$ cat src/design/lkv_pkg.sv
`timescale 1ns / 1ps
`default_nettype none
// ----------------------------------------------------------------------------
// lkv_pkg
// shared constants, types and controller/datapath interface for the lru cache
// ----------------------------------------------------------------------------
package lkv_pkg;

  localparam int ENTRIES  = 16;
  localparam int IDX_W    = (ENTRIES > 1) ? $clog2(ENTRIES) : 1;
  localparam int CNT_W    = $clog2(ENTRIES + 1);
  localparam int RANK_W   = IDX_W;
  localparam int CAP_W    = 5;
  localparam int KEY_W    = 32;
  localparam int VAL_W    = 32;

  localparam logic       CMD_GET   = 1'b0;
  localparam logic       CMD_SET   = 1'b1;
  localparam logic [VAL_W-1:0] MISS_VALUE = '1;
  localparam logic [CAP_W-1:0] CAP_RESET  = CAP_W'(16);

  typedef enum logic [3:0] {
    S_IDLE   = 4'b0001,
    S_SEARCH = 4'b0010,
    S_UPDATE = 4'b0100,
    S_RESP   = 4'b1000
  } lkv_state_t;

  typedef struct packed {
    logic accept;    // latch the incoming word, restart the walk
    logic step;      // issue one entry read of the key walk
    logic update;    // apply the get/set outcome to the store
    logic load_out;  // move the result into the output register
  } lkv_cmd_t;

  typedef struct packed {
    logic issue_done;  // walk pointer has passed the last occupied entry
    logic out_free;    // output register can take a result this cycle
  } lkv_stat_t;

endpackage
`default_nettype wire

$ cat src/design/lru_key_value_cache_unit.sv
`timescale 1ns / 1ps
`default_nettype none
// a word is accepted, the key walk compares its key with each occupied entry, the store
//   is updated and the result moves to the output register; only then is a new word taken;
//   the key walk reads the key memory one entry per cycle over the occupied entries
// a finished result waits in the output register while the next word is taken
// reset (rst_n low, synchronous): store empty, capacity 16, channels idle;
//   entry memories are not cleared, the fill count bounds what is read
// ----------------------------------------------------------------------------
// lru_key_value_cache_unit
// fully associative key/value store with least recently used replacement
// ----------------------------------------------------------------------------
module lru_key_value_cache_unit (
  input  wire        clk,
  input  wire        rst_n,
  input  wire        in_tvalid,
  output logic       in_tready,
  input  wire [63:0] in_tdata,   // [31:0] key, [63:32] value
  input  wire [0:0]  in_tuser,   // [0] command (0 get, 1 set)
  output logic       out_tvalid,
  input  wire        out_tready,
  output logic [31:0] out_tdata, // [31:0] read_value
  output logic [0:0] out_tuser,  // [0] hit
  input  wire        cfg_valid,
  output logic       cfg_ready,
  input  wire [4:0]  cfg_data    // [4:0] cache_capacity
);
  import lkv_pkg::*;

  lkv_cmd_t  cmd;
  lkv_stat_t stat;
  logic      in_ready;

  assign in_tready = in_ready;
  assign cfg_ready = 1'b1;

  lkv_ctrl u_ctrl (
    .clk      (clk),
    .rst_n    (rst_n),
    .in_valid (in_tvalid),
    .in_ready (in_ready),
    .stat     (stat),
    .cmd      (cmd)
  );

  lkv_dpath u_dpath (
    .clk        (clk),
    .rst_n      (rst_n),
    .cmd        (cmd),
    .stat       (stat),
    .in_command (in_tuser[0]),
    .in_key     (in_tdata[31:0]),
    .in_value   (in_tdata[63:32]),
    .cfg_we     (cfg_valid && cfg_ready),
    .cfg_cap    (cfg_data),
    .out_ready  (out_tready),
    .out_valid  (out_tvalid),
    .out_hit    (out_tuser[0]),
    .out_value  (out_tdata)
  );

endmodule
`default_nettype wire

$ cat src/design/lkv_ctrl.sv
`timescale 1ns / 1ps
`default_nettype none
// ----------------------------------------------------------------------------
// lkv_ctrl
// sequencer: accept, walk the entries, update the store, hand off the result
// ----------------------------------------------------------------------------
module lkv_ctrl (
  input  wire               clk,
  input  wire               rst_n,
  input  wire               in_valid,
  output logic              in_ready,
  input  lkv_pkg::lkv_stat_t stat,
  output lkv_pkg::lkv_cmd_t  cmd
);
  import lkv_pkg::*;

  lkv_state_t state_r, state_nxt;

  always_ff @(posedge clk) begin
    if (!rst_n) begin
      state_r <= S_IDLE;
    end else begin
      state_r <= state_nxt;
    end
  end

  always_comb begin
    state_nxt = state_r;
    cmd       = '0;
    in_ready  = 1'b0;
    case (state_r)
      S_IDLE: begin
        in_ready = 1'b1;
        if (in_valid) begin
          cmd.accept = 1'b1;
          state_nxt  = S_SEARCH;
        end
      end
      S_SEARCH: begin
        // last compare lands at the edge that leaves this state
        if (stat.issue_done) begin
          state_nxt = S_UPDATE;
        end else begin
          cmd.step = 1'b1;
        end
      end
      S_UPDATE: begin
        cmd.update = 1'b1;
        state_nxt  = S_RESP;
      end
      S_RESP: begin
        if (stat.out_free) begin
          cmd.load_out = 1'b1;
          state_nxt    = S_IDLE;
        end
      end
      default: begin
        state_nxt = S_IDLE;
      end
    endcase
  end

endmodule
`default_nettype wire

$ cat src/design/lkv_dpath.sv
`timescale 1ns / 1ps
`default_nettype none
// ----------------------------------------------------------------------------
// lkv_dpath
// key/value memories, recency ranks, fill count, walk and output register
// ----------------------------------------------------------------------------
module lkv_dpath (
  input  wire                        clk,
  input  wire                        rst_n,
  input  lkv_pkg::lkv_cmd_t          cmd,
  output lkv_pkg::lkv_stat_t         stat,
  input  wire                        in_command,
  input  wire  [lkv_pkg::KEY_W-1:0]  in_key,
  input  wire  [lkv_pkg::VAL_W-1:0]  in_value,
  input  wire                        cfg_we,
  input  wire  [lkv_pkg::CAP_W-1:0]  cfg_cap,
  input  wire                        out_ready,
  output logic                       out_valid,
  output logic                       out_hit,
  output logic [lkv_pkg::VAL_W-1:0]  out_value
);
  import lkv_pkg::*;

  logic [KEY_W-1:0]  key_mem [ENTRIES];
  logic [VAL_W-1:0]  val_mem [ENTRIES];
  logic [RANK_W-1:0] rank_r  [ENTRIES];

  logic [CAP_W-1:0]  cap_r;
  logic [CNT_W-1:0]  fill_r, fill_nxt;
  logic              cmd_r;
  logic [KEY_W-1:0]  key_r;
  logic [VAL_W-1:0]  val_r;

  logic [CNT_W-1:0]  idx_r;
  logic              qv_r;
  logic [IDX_W-1:0]  qidx_r;
  logic [KEY_W-1:0]  key_q_r;
  logic              found_r;
  logic [IDX_W-1:0]  slot_r;
  logic [RANK_W-1:0] worst_r;
  logic [IDX_W-1:0]  lru_r;
  logic [VAL_W-1:0]  val_q_r;

  logic              out_valid_r, out_valid_nxt;
  logic              out_hit_r;
  logic [VAL_W-1:0]  out_value_r;

  logic [CNT_W-1:0]  eff_cap;
  logic              room;
  logic              all_inc;
  logic [RANK_W-1:0] ref_rank;
  logic [IDX_W-1:0]  tgt;
  logic              do_touch;
  logic              wr_key;
  logic              wr_val;

  assign stat.issue_done = (idx_r >= fill_r);
  assign stat.out_free   = !out_valid_r || out_ready;

  // capacity of zero acts as one, anything above the array size is clamped
  always_comb begin
    if (cap_r == '0) begin
      eff_cap = CNT_W'(1);
    end else if (32'(cap_r) > ENTRIES) begin
      eff_cap = CNT_W'(ENTRIES);
    end else begin
      eff_cap = CNT_W'(cap_r);
    end
  end

  always_comb begin
    room     = (fill_r < eff_cap);
    all_inc  = 1'b0;
    ref_rank = '0;
    tgt      = slot_r;
    if (found_r) begin
      ref_rank = rank_r[slot_r];
    end else if (room) begin
      all_inc = 1'b1;
      tgt     = fill_r[IDX_W-1:0];
    end else begin
      ref_rank = worst_r;
      tgt      = lru_r;
    end
    do_touch = cmd.update && (found_r || (cmd_r == CMD_SET));
    wr_val   = cmd.update && (cmd_r == CMD_SET);
    wr_key   = wr_val && !found_r;
  end

  always_comb begin
    fill_nxt = fill_r;
    if (wr_key && room) begin
      fill_nxt = fill_r + CNT_W'(1);
    end
  end

  always_ff @(posedge clk) begin
    if (!rst_n) begin
      cap_r  <= CAP_RESET;
      fill_r <= '0;
    end else begin
      if (cfg_we) begin
        cap_r <= cfg_cap;
      end
      fill_r <= fill_nxt;
    end
  end

  always_ff @(posedge clk) begin
    if (cmd.accept) begin
      cmd_r <= in_command;
      key_r <= in_key;
      val_r <= in_value;
    end
  end

  // key memory: one read per walk step, written on a set that misses
  always_ff @(posedge clk) begin
    if (wr_key) begin
      key_mem[tgt] <= key_r;
    end
    if (cmd.step) begin
      key_q_r <= key_mem[idx_r[IDX_W-1:0]];
      qidx_r  <= idx_r[IDX_W-1:0];
    end
  end

  // value memory: read of the hit slot while the update is applied
  always_ff @(posedge clk) begin
    if (wr_val) begin
      val_mem[tgt] <= val_r;
    end
    if (cmd.update) begin
      val_q_r <= val_mem[slot_r];
    end
  end

  // walk: issue stage then compare stage, tracking first match and oldest entry
  always_ff @(posedge clk) begin
    if (!rst_n) begin
      idx_r   <= '0;
      qv_r    <= 1'b0;
      found_r <= 1'b0;
    end else if (cmd.accept) begin
      idx_r   <= '0;
      qv_r    <= 1'b0;
      found_r <= 1'b0;
      worst_r <= '0;
      lru_r   <= '0;
    end else begin
      qv_r <= cmd.step && !stat.issue_done;
      if (cmd.step && !stat.issue_done) begin
        idx_r <= idx_r + CNT_W'(1);
      end
      if (qv_r) begin
        if (!found_r && (key_q_r == key_r)) begin
          found_r <= 1'b1;
          slot_r  <= qidx_r;
        end
        if (rank_r[qidx_r] >= worst_r) begin
          worst_r <= rank_r[qidx_r];
          lru_r   <= qidx_r;
        end
      end
    end
  end

  // recency: occupied entries newer than the touched one age by one
  always_ff @(posedge clk) begin
    if (do_touch) begin
      for (int i = 0; i < ENTRIES; i++) begin
        if ((CNT_W'(i) < fill_r) && (all_inc || (rank_r[i] < ref_rank))) begin
          rank_r[i] <= rank_r[i] + RANK_W'(1);
        end
      end
      rank_r[tgt] <= '0;
    end
  end

  always_comb begin
    out_valid_nxt = out_valid_r;
    if (cmd.load_out) begin
      out_valid_nxt = 1'b1;
    end else if (out_ready) begin
      out_valid_nxt = 1'b0;
    end
  end

  always_ff @(posedge clk) begin
    if (!rst_n) begin
      out_valid_r <= 1'b0;
    end else begin
      out_valid_r <= out_valid_nxt;
    end
  end

  always_ff @(posedge clk) begin
    if (cmd.load_out) begin
      out_hit_r <= found_r;
      if (cmd_r == CMD_SET) begin
        out_value_r <= '0;
      end else if (found_r) begin
        out_value_r <= val_q_r;
      end else begin
        out_value_r <= MISS_VALUE;
      end
    end
  end

  assign out_valid = out_valid_r;
  assign out_hit   = out_hit_r;
  assign out_value = out_value_r;

  a_fill_bound: assert property (@(posedge clk) disable iff (!rst_n)
    32'(fill_r) <= ENTRIES)
    else $error("fill count above array size");

  a_get_miss_keeps_fill: assert property (@(posedge clk) disable iff (!rst_n)
    (cmd.update && !found_r && (cmd_r == CMD_GET)) |=> $stable(fill_r))
    else $error("get miss changed fill count");

  a_hit_slot_occupied: assert property (@(posedge clk) disable iff (!rst_n)
    (cmd.update && found_r) |-> (CNT_W'(slot_r) < fill_r))
    else $error("hit slot outside occupied range");

  a_lru_is_oldest: assert property (@(posedge clk) disable iff (!rst_n)
    (cmd.update && !found_r && !room) |-> (worst_r == RANK_W'(fill_r - CNT_W'(1))))
    else $error("eviction victim is not the oldest entry");

endmodule
`default_nettype wire
$ cat config.mk
export PLATFORM = sky130hd
export DESIGN_NAME = lru_key_value_cache_unit
export DESIGN_NICKNAME = d
export VERILOG_FILES = /design/src/design/lkv_pkg.sv /design/src/design/lru_key_value_cache_unit.sv /design/src/design/lkv_ctrl.sv /design/src/design/lkv_dpath.sv
export SDC_FILE = /design/constraint.sdc
export NUM_CORES = 1
export LEC_CHECK = 0
export BUFFER_PORTS_ARGS = -buffer_cell sky130_fd_sc_hd__buf_2
export CORE_AREA = 2 2 342 344
export CTS_CLUSTER_SIZE = 10
export DETAILED_ROUTE_END_ITERATION = 8
export DIE_AREA = 0 0 344 346
export MAX_ROUTING_LAYER = met4
export PLACE_DENSITY = 0.74
export SYNTH_ARGS = -nofsm -noshare
export SYNTH_HDL_FRONTEND = slang
export SYNTH_SLANG_ARGS = --single-unit
$ cat constraint.sdc
create_clock -name clk -period 7.6 [get_ports clk]
set_clock_uncertainty 0.15 [all_clocks]
set_input_delay 0.76 -clock clk [delete_from_list [all_inputs] [get_ports clk]]
set_output_delay 0.76 -clock clk [all_outputs]
set_load 0.01 [all_outputs]
# Yosys cells after proc, flatten, opt, wreduce, memory -nomap -nowiden

Memories as Yosys holds them, arrays and structs flattened. A register that Yosys moved wholly into a read port is not among the register bits.
Index checks and enable logic that the tools add are counted.

Reductions and logical operators: 52
Eq/ne operators: 8
Magnitude comparators: 36
Add/sub/neg operators: 18
Bitwise operators: 2
Multiplexer cells: 83

Operators with widths:

| kind                                                                        | number |
|---|---|
| 1-bit 2-to-1 mux                                                            | 66 |
| 4-bit by 1-bit adder with 4-bit output, second input constant               | 16 |
| 4-bit less-than comparator                                                  | 16 |
| 4-bit 2-to-1 mux                                                            | 13 |
| 4-bit by 5-bit less-than comparator with 1-bit output, first input constant | 8 |
| 32-bit == test                                                              | 1 |
| 32-bit 2-to-1 mux                                                           | 1 |
| 1-bit logical AND                                                           | 22 |
| 3-bit by 5-bit less-than comparator with 1-bit output, first input constant | 4 |
| 1-bit logical OR                                                            | 18 |
| 4-bit one-hot mux with 4 select lines                                       | 1 |
| 5-bit by 1-bit adder with 5-bit output, second input constant               | 2 |
| 1-bit by 5-bit less-than comparator with 1-bit output, first input constant | 2 |
| 2-bit by 5-bit less-than comparator with 1-bit output, first input constant | 2 |
| 5-bit 2-to-1 mux                                                            | 2 |
| 3-bit AND reduction                                                         | 2 |
| 2-bit nonzero test                                                          | 3 |
| 5-bit greater-or-equal comparator                                           | 1 |
| 5-bit > comparator, second input constant                                   | 1 |
| 5-bit zero test                                                             | 1 |
| 5-bit less-than comparator                                                  | 1 |
| 4-bit by 1-bit == test with 1-bit output, second input constant             | 1 |
| 4-bit by 2-bit == test with 1-bit output, second input constant             | 1 |
| 4-bit by 3-bit == test with 1-bit output, second input constant             | 1 |
| other kinds (9)                                                             | 13 |

RAM bits: 1,088
Flip-flop bits (word level): 136
Input bits: 75
Logic and storage cells: 218
Memories: 3
Output and inout bits: 36

Memory list:

| name            | words | width | rd ports | clocked after Yosys merged registers in | write ports | RTL line        | text |
|---|---|---|---|---|---|---|---|
| u_dpath.key_mem | 16    | 32    | 1        | 1                                       | 1           | lkv_dpath.sv:24 | `logic [KEY_W-1:0] key_mem [ENTRIES];` |
| u_dpath.val_mem | 16    | 32    | 1        | 1                                       | 1           | lkv_dpath.sv:25 | `logic [VAL_W-1:0] val_mem [ENTRIES];` |
| u_dpath.rank_r  | 16    | 4     | 18       | 2                                       | 17          | lkv_dpath.sv:26 | `logic [RANK_W-1:0] rank_r [ENTRIES];` |

# Logic depth before layout (Yosys ltp)

Depth after elaboration: 12
Gate-level depth with buffers: 15

# By module

From an unflattened synthesis, not the netlist that was laid out.

Cells, all modules: 2,597
Area total of the unflattened synthesis: 51,813.4 um^2

Modules (own cells, without submodules):

| module                   | cells each | area an instance (um^2) | times used |
|---|---|---|---|
| lkv_dpath                | 2,571      | 51,562.0                | 1 |
| lkv_ctrl                 | 24         | 240.2                   | 1 |
| lru_key_value_cache_unit | 2          | 11.3                    | 1 |

# Worst setup path after synthesis

OpenSTA, ideal clock, no wires.

Path type: reg2reg
Start point: register u_ctrl.state_r[0]
End point: memory u_dpath.val_mem[10][0], enable pin
Period minus slack after synthesis: 7,942 ps
Required time: 6,989 ps
Cell stages (with the launch flop): 5
Setup slack: -342 ps
Arrival: 7,331 ps
Buffers on the path: 1
Setup time: 461 ps
Cell sequence: dfxtp_1 > nor4b_1 > nand2_1 > clkbuf_1 > nor3_1

Cells in the longest elaborated chain, start to end: 5

RTL lines:

| what                                     | RTL line         | text |
|---|---|---|
| start, declared                          | lkv_ctrl.sv:17   | `lkv_state_t state_r, state_nxt;` |
| start signal, assigned                   | lkv_ctrl.sv:23   | `state_r <= state_nxt;` |
| 4-bit by 3-bit == test with 1-bit output | lkv_ctrl.sv:31   | `case (state_r)` |
| 1-bit 2-to-1 mux                         | lkv_ctrl.sv:31   |  |
| 1-bit logical AND                        | lkv_dpath.sv:86  | `wr_val = cmd.update && (cmd_r == CMD_SET);` |
| 1-bit 2-to-1 mux                         | lkv_dpath.sv:130 | `if (wr_val) begin` |
| 1-bit 2-to-1 mux (implied by the code)   | lkv_dpath.sv:131 | `val_mem[tgt] <= val_r;` |
| end, declared                            | lkv_dpath.sv:25  |  |

No other way between the ends.

==> results by stage <==
Yosys:
- The synthesized design contains 1296 register bits.
- By area the synthesized netlist is led by edfxtp_1 70%, mux4_2 16%, dfxtp_1 3.6%.
- Synthesis instantiated 66 different standard cells from the library.
- The synthesized design spends more area on one cell type than any other, namely edfxtp_1.
- The sequential cell area fraction in the yosys report is 0.736.
- In the synthesized netlist the dominant register cell turns out to be edfxtp_1.
- Counting every net in the synthesized netlist gives 2725.
- The number of instances in the synthesized netlist is 2603.
- During synthesis, Yosys emitted a total of 0 warnings.
- The post-synthesis cell area is 51600 um^2.
- The share of synthesized area in the top cell type comes to 0.700.
- The fraction of synthesis flops using an asynchronous set or reset pin is 0.
- The synthesized design contains 1202 enable-type register cells.
- The post-synthesis area per instance is 19.8 um^2.

Worst setup path:
- The standard cell with the maximum stage delay on the critical path is dfxtp_1.
- The worst endpoint data arrival time is 5.41 ns.
- The cell type with the highest occurrence count on the critical path is mux4_2.
- The worst setup path is launched from a register.
- On the worst path, the slowest cell contributes a delay of 1.00 ns.
- The end of the worst register-to-register path is u_dpath.rank_r[9][3].
- The critical path goes through mux4_2 > mux4_2 > nand2_1 > o31a_1 > ha_1 > inv_1 > a2111oi_0 > o41a_1 > or4_1 > a21oi_1.
- Setup slack on the worst reg-to-reg path comes out at roughly 2.7 ns.
- The critical path in this run is classified as reg2reg.
- At the worst endpoint, the required time is 8.10 ns.
- The worst setup path is captured at a register.
- The largest fanout of any net on the critical path is 16.
- The number of cells on the worst reg-to-reg path is 10.

Run status:
- The run finished with clean final reports.

CTS:
- The number of setup buffers added after CTS is 0.
- In this run the number of H-tree levels came out at 4.
- In this run, post-CTS repair resized a total of 0 instances.
- The number of buffers between clock root and the deepest sink is 3.
- The clock edge transition at the registers on the reported setup and hold paths is 0.06 ns.
- TritonCTS built the clock tree.
- The clock root buffer is clkbuf_16.
- For this design, the sink count on the clock tree is 1296.
- The latest clock arrival within the worst-skew pair is 0.77 ns.
- Hold repair after CTS inserted 29 buffers.
- In this run, CTS created clock tree buffers numbering 148.

Final layout:
- In the final layout, flip-flops and latches occupy ~38000 um^2.
- The count of nets after finishing is 2951.
- Leaving out fill and tap cells, the most frequent cell in the layout is edfxtp_1.
- The ratio of cells with drive above 1 in the final layout is 0.259.
- The library cells used most frequently in the layout, excluding fill and tap cells, are 1202 x edfxtp_1, 357 x mux4_2, 148 x clkbuf_16.
- The area added between synthesis and finish is 13.9%.
- The multi-input combinational cells in the finished layout cover a total of 13100 um^2.
- The number of filler cells placed in the layout is 8954.
- The final standard cell count with taps included and fillers excluded is 4410.
- Once layout is done, the placed cells without fillers occupy 58700 um^2.

Pwr:
- Cell internal power was estimated by the tool at 11.6 mW.
- In this run the power spent charging and discharging nets is just over 3 mW.
- The share of total power dissipated in sequential elements is 0.553.
- The logic gate share of total power is 0.017.
- Of the total power, the clock network draws 0.430.
- For this design the static power due to leakage is about 18 nW.
- The switching part of the total power is 0.208.
- Across the VDD grid, the largest voltage drop is 0.295 mV.
- Dividing total power by cell area gives a power density of about 250 nW/um^2.

Placement:
- The worst setup timing slack at the placement stage is ~2.8 ns.
- The estimated wirelength of the detail-placed design is a little over 60000 um.
- In this run the cell area measured after placement is 54200 um^2.
- The count of input and output buffers is 109.
- Including well taps, the total number of placed cells is 4174.
- The congestion estimate from routability-driven global placement came to around 0.86.

Detailed routing:
- The number of remaining DRC errors is 0.
- The average wire length per cell after detail routing is 26.4 um.
- The length of the first detailed-routing pass in iterations is 6.
- The via count normalized by instance count is 6.02.
- Summed over all layers, the routed wires come to 116000 um.
- The number of violations reported at the end of detailed-routing iteration 0 is around 3300.
- The vias after detailed routing is 26600.
- The post-route antenna net violation count is 0.

Worst hold path:
- The worst hold path terminates at u_dpath.val_r[17].
- The startpoint identified for the worst hold timing path is in_tdata[49].
- The hold path depth is 1.
- The worst hold path belongs to the class in2reg.

Floorplan:
- The die is 346 um tall.
- The core region is 115000 um^2.
- The die covers 119000 um^2.
- The initialized floorplan defines ~130 standard-cell rows.
- The die span in x is ~340 um.
- For this configuration, the core starts out at a cell density of 0.447.
- For this design the top-level I/O count stands at about 110.

Global routing:
- The largest net degree at the start of global routing is 130.
- The first global-routing pass estimated 175000 um of wire.
- The number of global-route vias before repair is 27100.
- For this run, the total global-route usage over all layers was measured as 0.203.
- The residual overflow from global routing is 0.
- The number of antenna violations at the first check in global routing is 4.

STA:
- Setup repair after global routing left no endpoint under its margin.
- The portion of the clock cycle consumed by the worst path in the final layout is 0.646.
- The setup-violating endpoint count in the final report is 0.
- The number of slew-limit violations in the final report came to 0.
- In the post-route analysis, the smallest setup slack over all paths is 2.69 ns.
- The post-route setup TNS is 0 ns.
- Headroom to the max-slew limit came out at 0.182.
- The routed design could run at a clock period as short as 4.91 ns.
- Derived from the worst setup path, the maximum achievable clock frequency is 204 MHz.
- The transition time at the pin with the least slew margin is 1.23 ns.
- The number of hold violations in the final report is 0.
- Hold timing on the final database bottoms out at a slack of about 0.05 ns.

Job:
- Max-cap violations in this run came to 0.
[metrics by stage]
step                      power, mW   util
final                          14.6  0.509
after global routing           15.0  0.509
after CTS                      14.7  0.509
after detailed placement       8.47  0.470
after global placement         8.46  0.470
after floorplan                8.30      -
[synth_stat cells, types with 6 or more instances]
library cell	number
or3_1	20
dfxtp_1	94
o41ai_1	14
a2111oi_0	12
nor3_1	66
xor2_1	26
and2_1	17
xnor2_1	14
nand3_1	33
mux4_2	357
a31oi_1	9
inv_1	69
o211ai_1	7
a211oi_1	12
ha_1	47
nand2_1	87
nand2b_1	7
buf_1	31
and3_1	16
o31ai_1	15
edfxtp_1	1202
nor2b_1	7
o41a_1	12
or4_1	14
buf_2	7
nor2_1	72
clkbuf_1	78
mux2_2	7
o21ai_0	53
nor4_1	6
a21oi_1	107
o21ai_1	6
nand4_1	9
[area by class of cell]
cell class                      instances  area share
Antenna cell                            4    0.000170
Clock buffer                          187      0.0655
Clock inverter                         16     0.00569
Inverter                               70     0.00452
Multi-Input combinational cell       1115       0.223
Sequential cell                      1296       0.647
Tap cell                             1524      0.0325
Timing Repair Buffer                  198      0.0221
[flip-flops by register name (all words and copies together), names as in the netlist, named ones only]
name / cells
u_dpath.worst_r: 4
u_ctrl.state_r: 4
u_dpath.qv_r: 1
u_dpath.idx_r: 5
u_dpath.fill_r: 5
u_dpath.cmd_r: 1
u_dpath.slot_r: 4
u_dpath.found_r: 1
u_dpath.val_mem: 512
u_dpath.rank_r: 64
u_dpath.out_hit: 1
u_dpath.key_r: 32
u_dpath.qidx_r: 4
u_dpath.cap_r: 5
u_dpath.out_value: 32
u_dpath.val_r: 32
u_dpath.out_valid: 1
u_dpath.val_q_r: 32
u_dpath.key_q_r: 32
u_dpath.lru_r: 4
u_dpath.key_mem: 512
[cell families (layout without fill, tap and decap cells)]
| logic type | after synthesis | count (layout) | share of synthesized area |
|---|---|---|---|
| flops | 1296 | 1296 | 0.736 |
| simple gates | 368 | 368 | 0.0355 |
| other cells | 1 | 5 | 0.0000727 |
| compound gates | 290 | 290 | 0.0363 |
| fa+ha+maj | 47 | 47 | 0.0114 |
| mux | 369 | 369 | 0.158 |
| xor+xnor | 40 | 40 | 0.00679 |
| buf+inv | 192 | 471 | 0.0151 |
[worst max-delay path, delay by kind of cell, from the launching register on]
| kind | cells | cell delay, ns |
|---|---|---|
| adder cells (fa/ha/maj) | 1 | 0.40 |
| buffers and inverters | 1 | 0.06 |
| multiplexers | 2 | 1.07 |
| AND/OR/NAND/NOR | 2 | 0.60 |
| AO/OA/AOI/OAI | 4 | 1.50 |
| flip-flops | 1 | 1.00 |
[worst max-delay path by stage]
stage | endpoint | slack [ns] | cells after the start
3_5_place_dp | u_dpath.rank_r[7][3] | 2.75 | 10
4_1_cts | u_dpath.rank_r[9][3] | 2.70 | 10
2_1_floorplan | u_dpath.val_mem[10][0] | 1.60 | 4
3_3_place_gp | u_dpath.rank_r[0][3] | 2.84 | 10
5_1_grt | u_dpath.rank_r[0][3] | 2.37 | 10
6_report | u_dpath.rank_r[9][3] | 2.69 | 10
[per-layer routing]
metal | wire (um) | track usage | part of all wire
met5 | 0 | - | 0
met2 | 56700 | 0.315 | 0.49
met1 | 47700 | 0.279 | 0.41
met3 | 9000 | 0.0357 | 0.077
met4 | 2860 | 0.0587 | 0.025
[power by group through the flow]
| stage | logic [mW] | registers [mW] | clock network, mW |
|---|---|---|---|
| 4_1_cts | 0.247 | 8.10 | 6.40 |
| 6_report | 0.247 | 8.10 | 6.29 |
| 5_1_grt | 0.269 | 8.12 | 6.66 |
| 2_1_floorplan | 0.122 | 8.18 | 0 |
| 3_5_place_dp | 0.234 | 8.24 | 0 |
| 3_3_place_gp | 0.229 | 8.23 | 0 |
No activity file was read; power rests on OpenSTA's default activity.
